`src/rtl/bwb_pkg.sv`:
```
`default_nettype none

package bwb_pkg;

  // Candidates: four slots from each endpoint, interleaved a0,b0,a1,b1,...
  localparam int unsigned NumCand  = 8;
  localparam int unsigned NumSlot  = 4;
  // Only the first three kept slots are divided; the last takes the remainder.
  localparam int unsigned NumDiv   = 3;
  localparam int unsigned BoneW    = 8;
  localparam int unsigned ByteW    = 8;
  localparam int unsigned FieldW   = 32;
  // Merged weight: up to 8 * 255 = 2040.
  localparam int unsigned WtW      = 11;
  // Kept total: up to 4 * 2040 = 8160.
  localparam int unsigned TotW     = 13;
  // Divisor 2 * total.
  localparam int unsigned DenW     = TotW + 1;
  // Dividend 510 * w + total stays below 2^20; den << 7 needs 21 bits.
  localparam int unsigned RemW     = 21;
  localparam int unsigned QuoW     = 8;
  localparam int unsigned CntW     = 4;
  localparam int unsigned PosW     = 3;
  localparam int unsigned KeepW    = 3;
  localparam int unsigned AccW     = 10;
  localparam int unsigned DivBitsPerStage = 2;
  localparam int unsigned NumDivStages    = QuoW / DivBitsPerStage;

  localparam int unsigned InW  = 4 * FieldW;
  localparam int unsigned OutW = 2 * FieldW;

  localparam logic [ByteW-1:0] FullWeight = 8'd255;

  typedef struct packed {
    logic [BoneW-1:0] bone;
    logic [WtW-1:0]   wt;
  } entry_t;

  typedef entry_t [NumCand-1:0] list_t;

  // Merged list travelling through the selection stages.
  typedef struct packed {
    list_t            list;
    logic [CntW-1:0]  count;
    logic [BoneW-1:0] a0;
  } sel_t;

  // Renormalization state travelling through the divider stages.
  typedef struct packed {
    logic [KeepW-1:0]                  keep;
    logic [NumSlot-1:0][BoneW-1:0]     bone;
    logic [BoneW-1:0]                  a0;
    logic [DenW-1:0]                   den;
    logic [NumDiv-1:0][RemW-1:0]       rem;
    logic [NumDiv-1:0][QuoW-1:0]       quo;
  } norm_t;

  // Position of the first strictly largest weight at or after lo.
  // Registered-free tree; ties keep the lower position.
  function automatic logic [PosW-1:0] first_max(input list_t l, input logic [PosW-1:0] lo);
    logic [NumCand-1:0]           ok;
    logic [NumCand-1:0][WtW-1:0]  w;
    logic [NumCand-1:0][PosW-1:0] ix;
    logic                         take_r;
    for (int p = 0; p < NumCand; p++) begin
      ok[p] = (PosW'(p) >= lo);
      w[p]  = l[p].wt;
      ix[p] = PosW'(p);
    end
    for (int lvl = 0; lvl < PosW; lvl++) begin
      for (int p = 0; p < NumCand / 2; p++) begin
        if (p < (NumCand >> (lvl + 1))) begin
          take_r = ok[2*p+1] && (!ok[2*p] || (w[2*p+1] > w[2*p]));
          ok[p]  = ok[2*p] || ok[2*p+1];
          w[p]   = take_r ? w[2*p+1]  : w[2*p];
          ix[p]  = take_r ? ix[2*p+1] : ix[2*p];
        end
      end
    end
    return ix[0];
  endfunction

endpackage

`default_nettype wire

```
`src/rtl/bone_weight_blend_top4.sv`:
```
`default_nettype none

// Skinning weight merge: each request carries two vertices' four bone
// influences; the block merges equal bones, keeps the four heaviest (selection
// order, ties to the earlier entry) and rescales them to sum to 255, rounding
// half up, with the last kept slot taking the remainder (floored at zero).
// With no nonzero weight the result is A's first bone at 255. Throughput is
// one request per clock while the output is not stalled; from input accept to
// output valid it passes 2 merge stages, 4 selection stages (one per kept
// slot), 1 prep stage, 4 divider stages (the 8-bit quotient resolved two
// bits per stage) and the output register. Every stage holds while the next
// is full, so backpressure on the output side loses and repeats nothing, and
// empty stages keep filling while a result waits.
module bone_weight_blend_top4 (
  input  wire logic                     clk_i,
  input  wire logic                     rst_ni,
  input  wire logic                     s_axis_tvalid,
  output logic                          s_axis_tready,
  // first_indices, first_weights, second_indices, second_weights (low to high)
  input  wire logic [bwb_pkg::InW-1:0]  s_axis_tdata,
  output logic                          m_axis_tvalid,
  input  wire logic                     m_axis_tready,
  // blended_indices, blended_weights (low to high)
  output logic [bwb_pkg::OutW-1:0]      m_axis_tdata
);
  import bwb_pkg::*;

  logic merge_valid, merge_ready;
  sel_t merge_data;

  logic [NumSlot:0] sel_valid;
  logic [NumSlot:0] sel_ready;
  sel_t             sel_data [NumSlot+1];

  // Merge and compaction.
  bwb_merge u_merge (
    .clk_i            (clk_i),
    .rst_ni           (rst_ni),
    .in_valid_i       (s_axis_tvalid),
    .in_ready_o       (s_axis_tready),
    .first_indices_i  (s_axis_tdata[0*FieldW +: FieldW]),
    .first_weights_i  (s_axis_tdata[1*FieldW +: FieldW]),
    .second_indices_i (s_axis_tdata[2*FieldW +: FieldW]),
    .second_weights_i (s_axis_tdata[3*FieldW +: FieldW]),
    .out_valid_o      (merge_valid),
    .out_ready_i      (merge_ready),
    .out_data_o       (merge_data)
  );

  assign sel_valid[0] = merge_valid;
  assign merge_ready  = sel_ready[0];
  assign sel_data[0]  = merge_data;

  // One selection step per kept slot.
  for (genvar i = 0; i < NumSlot; i++) begin : g_sel
    bwb_select #(
      .SlotIdx (i)
    ) u_select (
      .clk_i       (clk_i),
      .rst_ni      (rst_ni),
      .in_valid_i  (sel_valid[i]),
      .in_ready_o  (sel_ready[i]),
      .in_data_i   (sel_data[i]),
      .out_valid_o (sel_valid[i+1]),
      .out_ready_i (sel_ready[i+1]),
      .out_data_o  (sel_data[i+1])
    );
  end

  // Rescale to 255 and drive the output register.
  bwb_norm u_norm (
    .clk_i       (clk_i),
    .rst_ni      (rst_ni),
    .in_valid_i  (sel_valid[NumSlot]),
    .in_ready_o  (sel_ready[NumSlot]),
    .in_data_i   (sel_data[NumSlot]),
    .out_valid_o (m_axis_tvalid),
    .out_ready_i (m_axis_tready),
    .out_data_o  (m_axis_tdata)
  );

endmodule

`default_nettype wire

```
`src/rtl/bwb_merge.sv`:
```
`default_nettype none

// Two stages: duplicate detection and per-bone sums, then compaction.
module bwb_merge (
  input  wire logic                          clk_i,
  input  wire logic                          rst_ni,
  input  wire logic                          in_valid_i,
  output logic                               in_ready_o,
  input  wire logic [bwb_pkg::FieldW-1:0]    first_indices_i,
  input  wire logic [bwb_pkg::FieldW-1:0]    first_weights_i,
  input  wire logic [bwb_pkg::FieldW-1:0]    second_indices_i,
  input  wire logic [bwb_pkg::FieldW-1:0]    second_weights_i,
  output logic                               out_valid_o,
  input  wire logic                          out_ready_i,
  output bwb_pkg::sel_t                      out_data_o
);
  import bwb_pkg::*;

  logic [1:0] v_q;
  logic       rdy0, rdy1;

  logic [NumCand-1:0][BoneW-1:0] cand_bone;
  logic [NumCand-1:0][ByteW-1:0] cand_wt;
  logic [NumCand-1:0]            first_d;
  logic [NumCand-1:0][WtW-1:0]   sum_d;

  logic [NumCand-1:0]            first_q;
  logic [NumCand-1:0][BoneW-1:0] bone_q;
  logic [NumCand-1:0][WtW-1:0]   sum_q;
  logic [BoneW-1:0]              a0_q;

  sel_t sel_d, sel_q;

  assign rdy1       = !v_q[1] || out_ready_i;
  assign rdy0       = !v_q[0] || rdy1;
  assign in_ready_o = rdy0;

  // Stage 1: first occurrence flags and summed weights per bone.
  always_comb begin
    logic dup;
    for (int j = 0; j < NumCand; j++) begin
      if (j % 2 == 0) begin
        cand_bone[j] = first_indices_i[ByteW*(j>>1) +: ByteW];
        cand_wt[j]   = first_weights_i[ByteW*(j>>1) +: ByteW];
      end else begin
        cand_bone[j] = second_indices_i[ByteW*(j>>1) +: ByteW];
        cand_wt[j]   = second_weights_i[ByteW*(j>>1) +: ByteW];
      end
    end
    for (int j = 0; j < NumCand; j++) begin
      dup      = 1'b0;
      sum_d[j] = '0;
      for (int k = 0; k < NumCand; k++) begin
        if (k < j && cand_wt[k] != '0 && cand_bone[k] == cand_bone[j]) dup = 1'b1;
        if (k >= j && cand_bone[k] == cand_bone[j]) sum_d[j] = sum_d[j] + WtW'(cand_wt[k]);
      end
      first_d[j] = (cand_wt[j] != '0) && !dup;
    end
  end

  // Stage 2: pack first occurrences to the front, in order.
  always_comb begin
    logic [PosW-1:0] rank;
    logic [CntW-1:0] cnt;
    sel_d      = '0;
    sel_d.a0   = a0_q;
    rank       = '0;
    cnt        = '0;
    for (int j = 0; j < NumCand; j++) begin
      if (first_q[j]) begin
        sel_d.list[rank].bone = bone_q[j];
        sel_d.list[rank].wt   = sum_q[j];
        rank = rank + PosW'(1);
        cnt  = cnt + CntW'(1);
      end
    end
    sel_d.count = cnt;
  end

  always_ff @(posedge clk_i or negedge rst_ni) begin
    if (!rst_ni) begin
      v_q <= '0;
    end else begin
      if (rdy0) v_q[0] <= in_valid_i;
      if (rdy1) v_q[1] <= v_q[0];
    end
  end

  always_ff @(posedge clk_i) begin
    if (rdy0 && in_valid_i) begin
      first_q <= first_d;
      bone_q  <= cand_bone;
      sum_q   <= sum_d;
      a0_q    <= first_indices_i[ByteW-1:0];
    end
    if (rdy1 && v_q[0]) begin
      sel_q <= sel_d;
    end
  end

  assign out_valid_o = v_q[1];
  assign out_data_o  = sel_q;

endmodule

`default_nettype wire

```
`src/rtl/bwb_select.sv`:
```
`default_nettype none

// One selection step: slot SlotIdx swaps with the first largest entry at or after it.
module bwb_select #(
  parameter int unsigned SlotIdx = 0
) (
  input  wire logic    clk_i,
  input  wire logic    rst_ni,
  input  wire logic    in_valid_i,
  output logic         in_ready_o,
  input  wire bwb_pkg::sel_t in_data_i,
  output logic         out_valid_o,
  input  wire logic    out_ready_i,
  output bwb_pkg::sel_t out_data_o
);
  import bwb_pkg::*;

  logic            v_q;
  logic [PosW-1:0] best;
  sel_t            swap_d, swap_q;

  assign in_ready_o = !v_q || out_ready_i;

  // Empty entries carry weight zero, so they never win over a live one.
  always_comb begin
    best   = first_max(in_data_i.list, PosW'(SlotIdx));
    swap_d = in_data_i;
    swap_d.list[best]    = in_data_i.list[SlotIdx];
    swap_d.list[SlotIdx] = in_data_i.list[best];
  end

  always_ff @(posedge clk_i or negedge rst_ni) begin
    if (!rst_ni) begin
      v_q <= 1'b0;
    end else if (in_ready_o) begin
      v_q <= in_valid_i;
    end
  end

  always_ff @(posedge clk_i) begin
    if (in_ready_o && in_valid_i) swap_q <= swap_d;
  end

  assign out_valid_o = v_q;
  assign out_data_o  = swap_q;

endmodule

`default_nettype wire

```
`src/rtl/bwb_norm.sv`:
```
`default_nettype none

// Renormalization: total and dividends, radix-2 restoring divide at two
// quotient bits per stage, then remainder slot and output packing.
module bwb_norm (
  input  wire logic                     clk_i,
  input  wire logic                     rst_ni,
  input  wire logic                     in_valid_i,
  output logic                          in_ready_o,
  input  wire bwb_pkg::sel_t            in_data_i,
  output logic                          out_valid_o,
  input  wire logic                     out_ready_i,
  output logic [bwb_pkg::OutW-1:0]      out_data_o
);
  import bwb_pkg::*;

  localparam int unsigned NumStg = NumDivStages + 2;

  logic [NumStg-1:0] v_q;
  logic [NumStg:0]   rdy;
  logic [NumStg-1:0] v_in;

  norm_t            norm_d [NumDivStages+1];
  norm_t            norm_q [NumDivStages+1];
  logic [OutW-1:0]  out_d, out_q;

  always_comb begin
    rdy[NumStg] = out_ready_i;
    for (int k = NumStg - 1; k >= 0; k--) begin
      rdy[k] = !v_q[k] || rdy[k+1];
    end
    for (int k = 0; k < NumStg; k++) begin
      v_in[k] = (k == 0) ? in_valid_i : v_q[(k == 0) ? 0 : k - 1];
    end
  end

  assign in_ready_o = rdy[0];

  // Prep: keep count, kept total, dividend 510 * w + total per divided slot.
  always_comb begin
    logic [TotW-1:0] total;
    logic [RemW-1:0] wx;
    norm_d[0]      = '0;
    norm_d[0].a0   = in_data_i.a0;
    norm_d[0].keep = (in_data_i.count > CntW'(NumSlot)) ? KeepW'(NumSlot)
                                                         : KeepW'(in_data_i.count);
    total = '0;
    for (int i = 0; i < NumSlot; i++) begin
      total = total + TotW'(in_data_i.list[i].wt);
      norm_d[0].bone[i] = in_data_i.list[i].bone;
    end
    norm_d[0].den = {total, 1'b0};
    for (int i = 0; i < NumDiv; i++) begin
      wx = RemW'(in_data_i.list[i].wt);
      norm_d[0].rem[i] = (wx << 9) - (wx << 1) + RemW'(total);
    end
  end

  for (genvar s = 0; s < NumDivStages; s++) begin : g_div
    always_comb begin
      logic [RemW-1:0] sub_v;
      norm_d[s+1] = norm_q[s];
      for (int i = 0; i < NumDiv; i++) begin
        for (int b = 0; b < DivBitsPerStage; b++) begin
          sub_v = RemW'(norm_q[s].den) << (QuoW - 1 - (s * DivBitsPerStage + b));
          if (norm_d[s+1].rem[i] >= sub_v) begin
            norm_d[s+1].rem[i] = norm_d[s+1].rem[i] - sub_v;
            norm_d[s+1].quo[i][QuoW - 1 - (s * DivBitsPerStage + b)] = 1'b1;
          end
        end
      end
    end
  end

  // Pack: last kept slot gets 255 minus the earlier ones, floored at zero; with none kept, a0 at 255.
  always_comb begin
    logic [AccW-1:0]  acc;
    logic [ByteW-1:0] last;
    norm_t            n;
    n   = norm_q[NumDivStages];
    acc = '0;
    for (int i = 0; i < NumDiv; i++) begin
      if (KeepW'(i + 1) < n.keep) acc = acc + AccW'(n.quo[i]);
    end
    last  = (acc > AccW'(FullWeight)) ? '0 : ByteW'(AccW'(FullWeight) - acc);
    out_d = '0;
    if (n.keep == '0) begin
      out_d[ByteW-1:0]               = n.a0;
      out_d[FieldW +: ByteW]         = FullWeight;
    end else begin
      for (int i = 0; i < NumSlot; i++) begin
        if (KeepW'(i) < n.keep) out_d[ByteW*i +: ByteW] = n.bone[i];
        if (KeepW'(i + 1) == n.keep) begin
          out_d[FieldW + ByteW*i +: ByteW] = last;
        end else if (KeepW'(i + 1) < n.keep && i < NumDiv) begin
          out_d[FieldW + ByteW*i +: ByteW] = n.quo[(i < NumDiv) ? i : 0];
        end
      end
    end
  end

  always_ff @(posedge clk_i or negedge rst_ni) begin
    if (!rst_ni) begin
      v_q <= '0;
    end else begin
      for (int k = 0; k < NumStg; k++) begin
        if (rdy[k]) v_q[k] <= v_in[k];
      end
    end
  end

  always_ff @(posedge clk_i) begin
    for (int k = 0; k <= NumDivStages; k++) begin
      if (rdy[k] && v_in[k]) norm_q[k] <= norm_d[k];
    end
    if (rdy[NumStg-1] && v_in[NumStg-1]) out_q <= out_d;
  end

  assign out_valid_o = v_q[NumStg-1];
  assign out_data_o  = out_q;

endmodule

`default_nettype wire

```
`config.mk`:
```
export PLATFORM = sky130hd
export DESIGN_NAME = bone_weight_blend_top4
export DESIGN_NICKNAME = d
export VERILOG_FILES = /design/src/rtl/bwb_pkg.sv /design/src/rtl/bone_weight_blend_top4.sv /design/src/rtl/bwb_merge.sv /design/src/rtl/bwb_select.sv /design/src/rtl/bwb_norm.sv
export SDC_FILE = /design/constraint.sdc
export NUM_CORES = 2
export LEC_CHECK = 0
export BUFFER_PORTS_ARGS = -buffer_cell sky130_fd_sc_hd__buf_2
export CAP_MARGIN = 20
export CELL_PAD_IN_SITES_DETAIL_PLACEMENT = 0
export CELL_PAD_IN_SITES_GLOBAL_PLACEMENT = 2
export CORE_MARGIN = 8
export CORE_UTILIZATION = 47
export DETAILED_ROUTE_END_ITERATION = 8
export GPL_TIMING_DRIVEN = 0
export PLACE_DENSITY_LB_ADDON = 0.1
export REMOVE_ABC_BUFFERS = 1
export SYNTH_ARGS = -nofsm -noshare
export SYNTH_HDL_FRONTEND = slang
export SYNTH_SLANG_ARGS = --single-unit
```
`constraint.sdc`:
```
create_clock -name clk_i -period 30.5 [get_ports clk_i]
set_input_delay 6.1 -clock clk_i [delete_from_list [all_inputs] [get_ports clk_i]]
set_output_delay 6.1 -clock clk_i [all_outputs]
set_load 0.05 [all_outputs]
```
# ---- After elaboration in Yosys (flattened, before gate mapping)
# Memory sizes are Yosys's and may differ from the RTL's.
# Cells that the tools add are included.
dict set report word_totals {
  word_cells 688
  reg_bits 975
  mem_count 1
  input_bits 132
  out_inout_bits 66
  ram_bits 720
}
# name depth word_bits read_ports rd_clocked_by_memory_dff write_ports line_no
set memory_table {}
lappend memory_table {u_norm.norm_q 5 144 5 0 5 bwb_norm.sv:24} ;# norm_t norm_q [NumDivStages+1];
dict set report classes {
  add_sub_neg 77
  mux 252
  n_lt_le_gt_ge 74
  eq_ne 60
  n_bitwise 4
  n_reduce_logical 102
}
# op count
set ops {}
lappend ops {{152-bit bitwise mux} 18}
lappend ops {{152-bit 2-to-1 mux} 7}
lappend ops {{19-bit demux with 3-bit select} 18}
lappend ops {{11-bit 2-to-1 mux} 46}
lappend ops {{21-bit 2-to-1 mux} 24}
lappend ops {{8-bit == test} 56}
lappend ops {{19-bit 2-to-1 mux} 16}
lappend ops {{11-bit > comparator} 22}
lappend ops {{11-bit by 8-bit adder with 11-bit output} 21}
lappend ops {{19-bit binary-select mux with 3-bit select} 4}
lappend ops {{8-bit 2-to-1 mux} 11}
lappend ops {{1-bit 2-to-1 mux} 76}
lappend ops {{8-bit by 8-bit adder with 9-bit output} 8}
lappend ops {{8-bit nonzero test} 8}
lappend ops {{21-bit by 13-bit adder with 21-bit output} 3}
lappend ops {{21-bit by 14-bit greater-or-equal comparator with 1-bit output} 3}
lappend ops {{21-bit by 15-bit greater-or-equal comparator with 1-bit output} 3}
lappend ops {{21-bit by 16-bit greater-or-equal comparator with 1-bit output} 3}
lappend ops {{21-bit by 17-bit greater-or-equal comparator with 1-bit output} 3}
lappend ops {{21-bit by 18-bit greater-or-equal comparator with 1-bit output} 3}
lappend ops {{21-bit by 19-bit greater-or-equal comparator with 1-bit output} 3}
lappend ops {{21-bit by 20-bit greater-or-equal comparator with 1-bit output} 3}
lappend ops {{21-bit greater-or-equal comparator} 3}
lappend ops {{20-bit by 12-bit subtractor with 21-bit output} 3}
lappend ops {{other kinds (33)} 204}

# ---- Longest topological paths before layout
dict set report logic_depth {
  word_depth 26
  mapped_depth 42
  mapped_depth_nobuf 39
}

# ---- Cells and area by module
# Synthesis repeated with hierarchy kept, for this count alone.
dict set report hier_totals {
  hier_cells 10348
  area_unflattened_um2 109895.4
}
# module area_per_inst_um2 seq_area_each_um2 cells_each instances
set modules_own_cells {}
lappend modules_own_cells {bwb_norm 41682.5 19098.3 3812 1}
lappend modules_own_cells {bwb_merge 31602.8 9599.2 3690 1}
lappend modules_own_cells {{bwb_select (g_sel[0].u_select)} 10000.8 4949.7 802 1}
lappend modules_own_cells {{bwb_select (g_sel[1].u_select)} 9585.4 4949.7 746 1}
lappend modules_own_cells {{bwb_select (g_sel[2].u_select)} 8770.9 4949.7 681 1}
lappend modules_own_cells {{bwb_select (g_sel[3].u_select)} 8252.9 4949.7 617 1}

# ---- Least setup slack after synthesis
# No wires, ideal clock.
dict set report synth_path {
  path_type {input -> register}
  startpoint {input m_axis_tready}
  endpoint {register u_merge.sel_q (netlist bit u_merge.out_data_o[0]) (enable)}
  t_required_ps 29714
  arrival_time_ps 14875
  slack_ps 14840
  path_stages 7
  setup_time_ps 786
  n_path_buf 0
  cell_sequence {nor2b_1 nand3_1 nor2_1 and2_1 nand3_1 nor2_1 a31oi_1}
}
dict set report synth_via {
  elab_chain_len 12
}
# element line_no
set synth_lines {}
lappend synth_lines {{start: declaration} bone_weight_blend_top4.sv:22} ;# input wire logic m_axis_tready,
lappend synth_lines {{1-bit logical OR (6 in a row)} bwb_norm.sv:30} ;# rdy[k] = !v_q[k] || rdy[k+1];
lappend synth_lines {{1-bit logical OR (4 in a row)} bwb_select.sv:22} ;# assign in_ready_o = !v_q || out_ready_i;
lappend synth_lines {{1-bit logical OR} bwb_merge.sv:34} ;# assign rdy1 = !v_q[1] || out_ready_i;
lappend synth_lines {{1-bit logical AND} bwb_merge.sv:96} ;# if (rdy1 && v_q[0]) begin
lappend synth_lines {{end signal: assignment} bwb_merge.sv:97} ;# sel_q <= sel_d;
lappend synth_lines {{end: declaration} bwb_merge.sv:32} ;# sel_t sel_d, sel_q;
# Every way passes these cells.
# A chain may end at the register's enable or synchronous reset.

# ---- Worst setup path in the final report
dict set report layout_path {
  startpoint {input m_axis_tready}
  endpoint {output s_axis_tready}
}
dict set report layout_via {
  elab_chain_len 12
}
# element line_no
set layout_lines {}
lappend layout_lines {{1-bit logical OR (6 in a row)} bwb_norm.sv:30}
lappend layout_lines {{1-bit logical OR (4 in a row)} bwb_select.sv:22}
lappend layout_lines {{1-bit logical OR} bwb_merge.sv:34}
lappend layout_lines {{1-bit logical OR} bwb_merge.sv:35} ;# assign rdy0 = !v_q[0] || rdy1;
lappend layout_lines {{end: declaration} bone_weight_blend_top4.sv:18} ;# output logic s_axis_tready,
# Every way passes these cells.

==> flow_metrics.env <==
export IMPL_fin_setup_tns_ps=0
export IMPL_rows=174
export IMPL_rr_startpoint="u_merge.out_data_o[17]"
export IMPL_multi_input_area_mm2=0.0558
export IMPL_core_area_mm2=0.225
export IMPL_drtAntennaViolNets=0
export IMPL_synthArstFlopShare_pct=0.779
export IMPL_hp_class="register to register"
export IMPL_synth_common_cells="edfxtp_1 (1529), ha_1 (906), a21oi_1 (814)"
export IMPL_placed_cell_area_mm2=0.112
export IMPL_grt_start_max_net_pins=71
export IMPL_grt_pass1_wl_um=504000
export IMPL_period_minus_slack_ps=14690
export IMPL_r2r_cells=36
export IMPL_grt_overflow=0
export IMPL_max_slew_margin_pct=17.4
export IMPL_clk_path_buf_depth=3
export IMPL_groute_usage_overall_pct=27.6
export IMPL_syn_avg_cell_area_um2=10.4
export IMPL_vias_per_cell=5.90
export IMPL_syn2layout_area_growth_pct=10.8
export IMPL_cp_max_fo=6
export IMPL_post_cts_setup_buffer_count=0
export IMPL_yosysTopAreaCell="edfxtp_1"
export IMPL_final_layout_size_suffix_gt1_share_pct=12.5
export IMPL_cts_max_level=4
export IMPL_syn_inst=10200
export IMPL_wl_per_cell_um=25.9
export IMPL_rsz0062_at_grt="false"
export IMPL_cts_buffers_inserted=166
export IMPL_first_global_vias=76500
export IMPL_drt_iter0_markers=6307
export IMPL_synth_top_area_share_pct=43.2
export IMPL_die_w_um=492
export IMPL_ys_seq_area_share_pct=43.5
export IMPL_dp_hpwl_um=273000
export IMPL_timing_final_crit_share_pct=48.2
export IMPL_status="finished clean"
export IMPL_cts_sinks=1541
export IMPL_required_ps=24400
export IMPL_vias=78500
export IMPL_fin_skew_ps=68.0
export IMPL_root_buffer="clkbuf_16"
export IMPL_yosysUniqueCellTypes=97
export IMPL_synth_edf_count=1529
export IMPL_hold_viol_final=0
export IMPL_slew_viol_final=0
export IMPL_io_buffer_count=197
export IMPL_start_kind="primary input"
export IMPL_synth_most_common_cell="edfxtp_1"
export IMPL_finalSetupViolations=0
export IMPL_cts_resized=0
export IMPL_ios=198
export IMPL_design_area_mm2=0.118
export IMPL_dr_pass1_iters=7
export IMPL_drv_cap=0
export IMPL_drc=0
export IMPL_synth_ff_type="edfxtp_1"
export IMPL_whs_endpoint="g_sel[0].u_select.out_data_o[2]"
export IMPL_worstHoldPathCells=0
export IMPL_fillers=19800
export IMPL_hold_buffers=0
export IMPL_insertion_delay_ps=850
export IMPL_crit_arrival_ps=8590
export IMPL_rrSetupSlack_ps=20660
export IMPL_yosysWarnings=0
export IMPL_ys_top_cells_by_area="edfxtp_1 (43%), ha_1 (11%), mux2_2 (5.6%)"
export IMPL_min_from="u_merge.out_data_o[2]"
export IMPL_crit_path_end_kind="output pin"
export IMPL_final_nets=11300
export IMPL_cts_tree="built"
export IMPL_clkTransAtPathRegs_ps=70
export IMPL_syn_area_mm2=0.106
export IMPL_wl_um=345000
export IMPL_die_area_mm2=0.242
export IMPL_seq_area_mm2=0.0462
export IMPL_gp_congestion=1.01
export IMPL_tightest_slew_ps=1230
export IMPL_max_freq_ghz=0.0681
export IMPL_ys_ff_latch=1541
export IMPL_initial_utilization_pct=47.3
export IMPL_regToRegEndpoint="g_sel[0].u_select.out_data_o[25]"
export IMPL_die_h_um=492
export IMPL_grt_antenna_before_repair=18
export IMPL_crit_type="primary input to output pin"
==> how the worst max path moves through the flow <==
stage                      from                     end  slack (ps)  depth (start not counted)
3_5_place_dp   s_axis_tdata[11]        u_merge.sum_q[9]       15420                         35
6_report          m_axis_tready           s_axis_tready       15810                          9
2_1_floorplan     m_axis_tready   u_merge.out_data_o[0]       14840                          7
3_3_place_gp      m_axis_tready  u_merge.out_data_o[65]       10370                          8
5_1_grt           m_axis_tready           s_axis_tready       15610                          9
4_1_cts           m_axis_tready           s_axis_tready       15840                          9
==> sequential cells by signal, indices dropped and copies added (netlist names) <==
signal	flops
u_merge.bone_q	56
u_merge.v_q	2
u_norm.norm_q	567
g_sel.u_select.out_data_o	580
u_merge.out_data_o	164
u_merge.sum_q	82
g_sel.u_select.out_valid_o	4
u_merge.a0_q	8
u_norm.v_q	6
u_norm.out_data_o	64
u_merge.first_q	8
==> layout by cell type (no fill, tap or decap), drive strengths merged, types with 30 or more instances in the layout <==
cell type / count
a211oi: 171
a21boi: 55
a21o: 188
a21oi: 816
a22o: 30
a22oi: 67
a31oi: 31
a32oi: 73
and2: 48
and3: 42
buf: 374
clkbuf: 206
clkinv: 73
edfxtp: 1529
fa: 77
ha: 906
inv: 603
mux2: 535
mux2i: 320
nand2: 683
nand2b: 88
nand3: 93
nand4: 149
nor2: 758
nor2b: 158
nor3: 143
nor4: 45
o21a: 140
o21ai: 750
o21bai: 74
or2: 31
xnor2: 568
xor2: 131
==> metrics by stage <==
| stage | utilization, % | worst slack, ps | std cells | hold slack (ps) |
|---|---|---|---|---|
| after floorplan | - | 14840 | 9635 | 400 |
| after global placement | 48.3 | 10370 | 12800 | 400 |
| after detailed placement | 49.7 | 15420 | 13000 | 405 |
| after CTS | 52.2 | 15840 | 13300 | 380 |
| after global routing | 52.3 | 15610 | 13300 | 380 |
| final | 52.3 | 15810 | 13300 | 375 |
==> layer usage <==
layer / track usage (%) / share of wire [%] / vias up
met4: 11.1 / 4.6 / 4
met2: 45.3 / 46 / 2543
met3: 4.07 / 5.8 / 650
met5: 0 / 0.0072 / -
li1: - / - / 37500
met1: 36.8 / 44 / 37800
==> cell type report <==
class	count	share of cell area (%)
clock inverters	101	1.07
well taps	2992	3.18
multi-input cells	7497	47.4
clock buffers	203	3.67
diodes	7	0.0149
inverters	597	1.90
repair buffers	378	3.50
flip-flops and latches	1541	39.3
==> cells by family (layout without fill, tap and decap cells) <==
kind of cell | Yosys count | in the layout | synth area share [%]
buffers and inverters | 1208 | 1279 | 4.43
DFF | 1541 | 1541 | 43.5
muxes | 855 | 855 | 8.69
AOI/OAI and AO/OA | 2635 | 2635 | 15.3
xor gates and xnor gates | 700 | 700 | 5.84
and+or+nand+nor | 2324 | 2324 | 10.2
other | 0 | 7 | 0
adders and majority gates | 983 | 983 | 12.1
==> worst max-delay path, cell delays in order <==
cell,delay [ps]
buf_2,100
nor2b_1,370
nand3_1,200
nor2_1,270
and2_1,350
nand3_1,140
nor2_1,480
nand4_1,290
buf_2,290
Power is left out: the tool's default activity adds up to more than one toggle a clock period on the data nets, which glitch-free logic cannot reach.
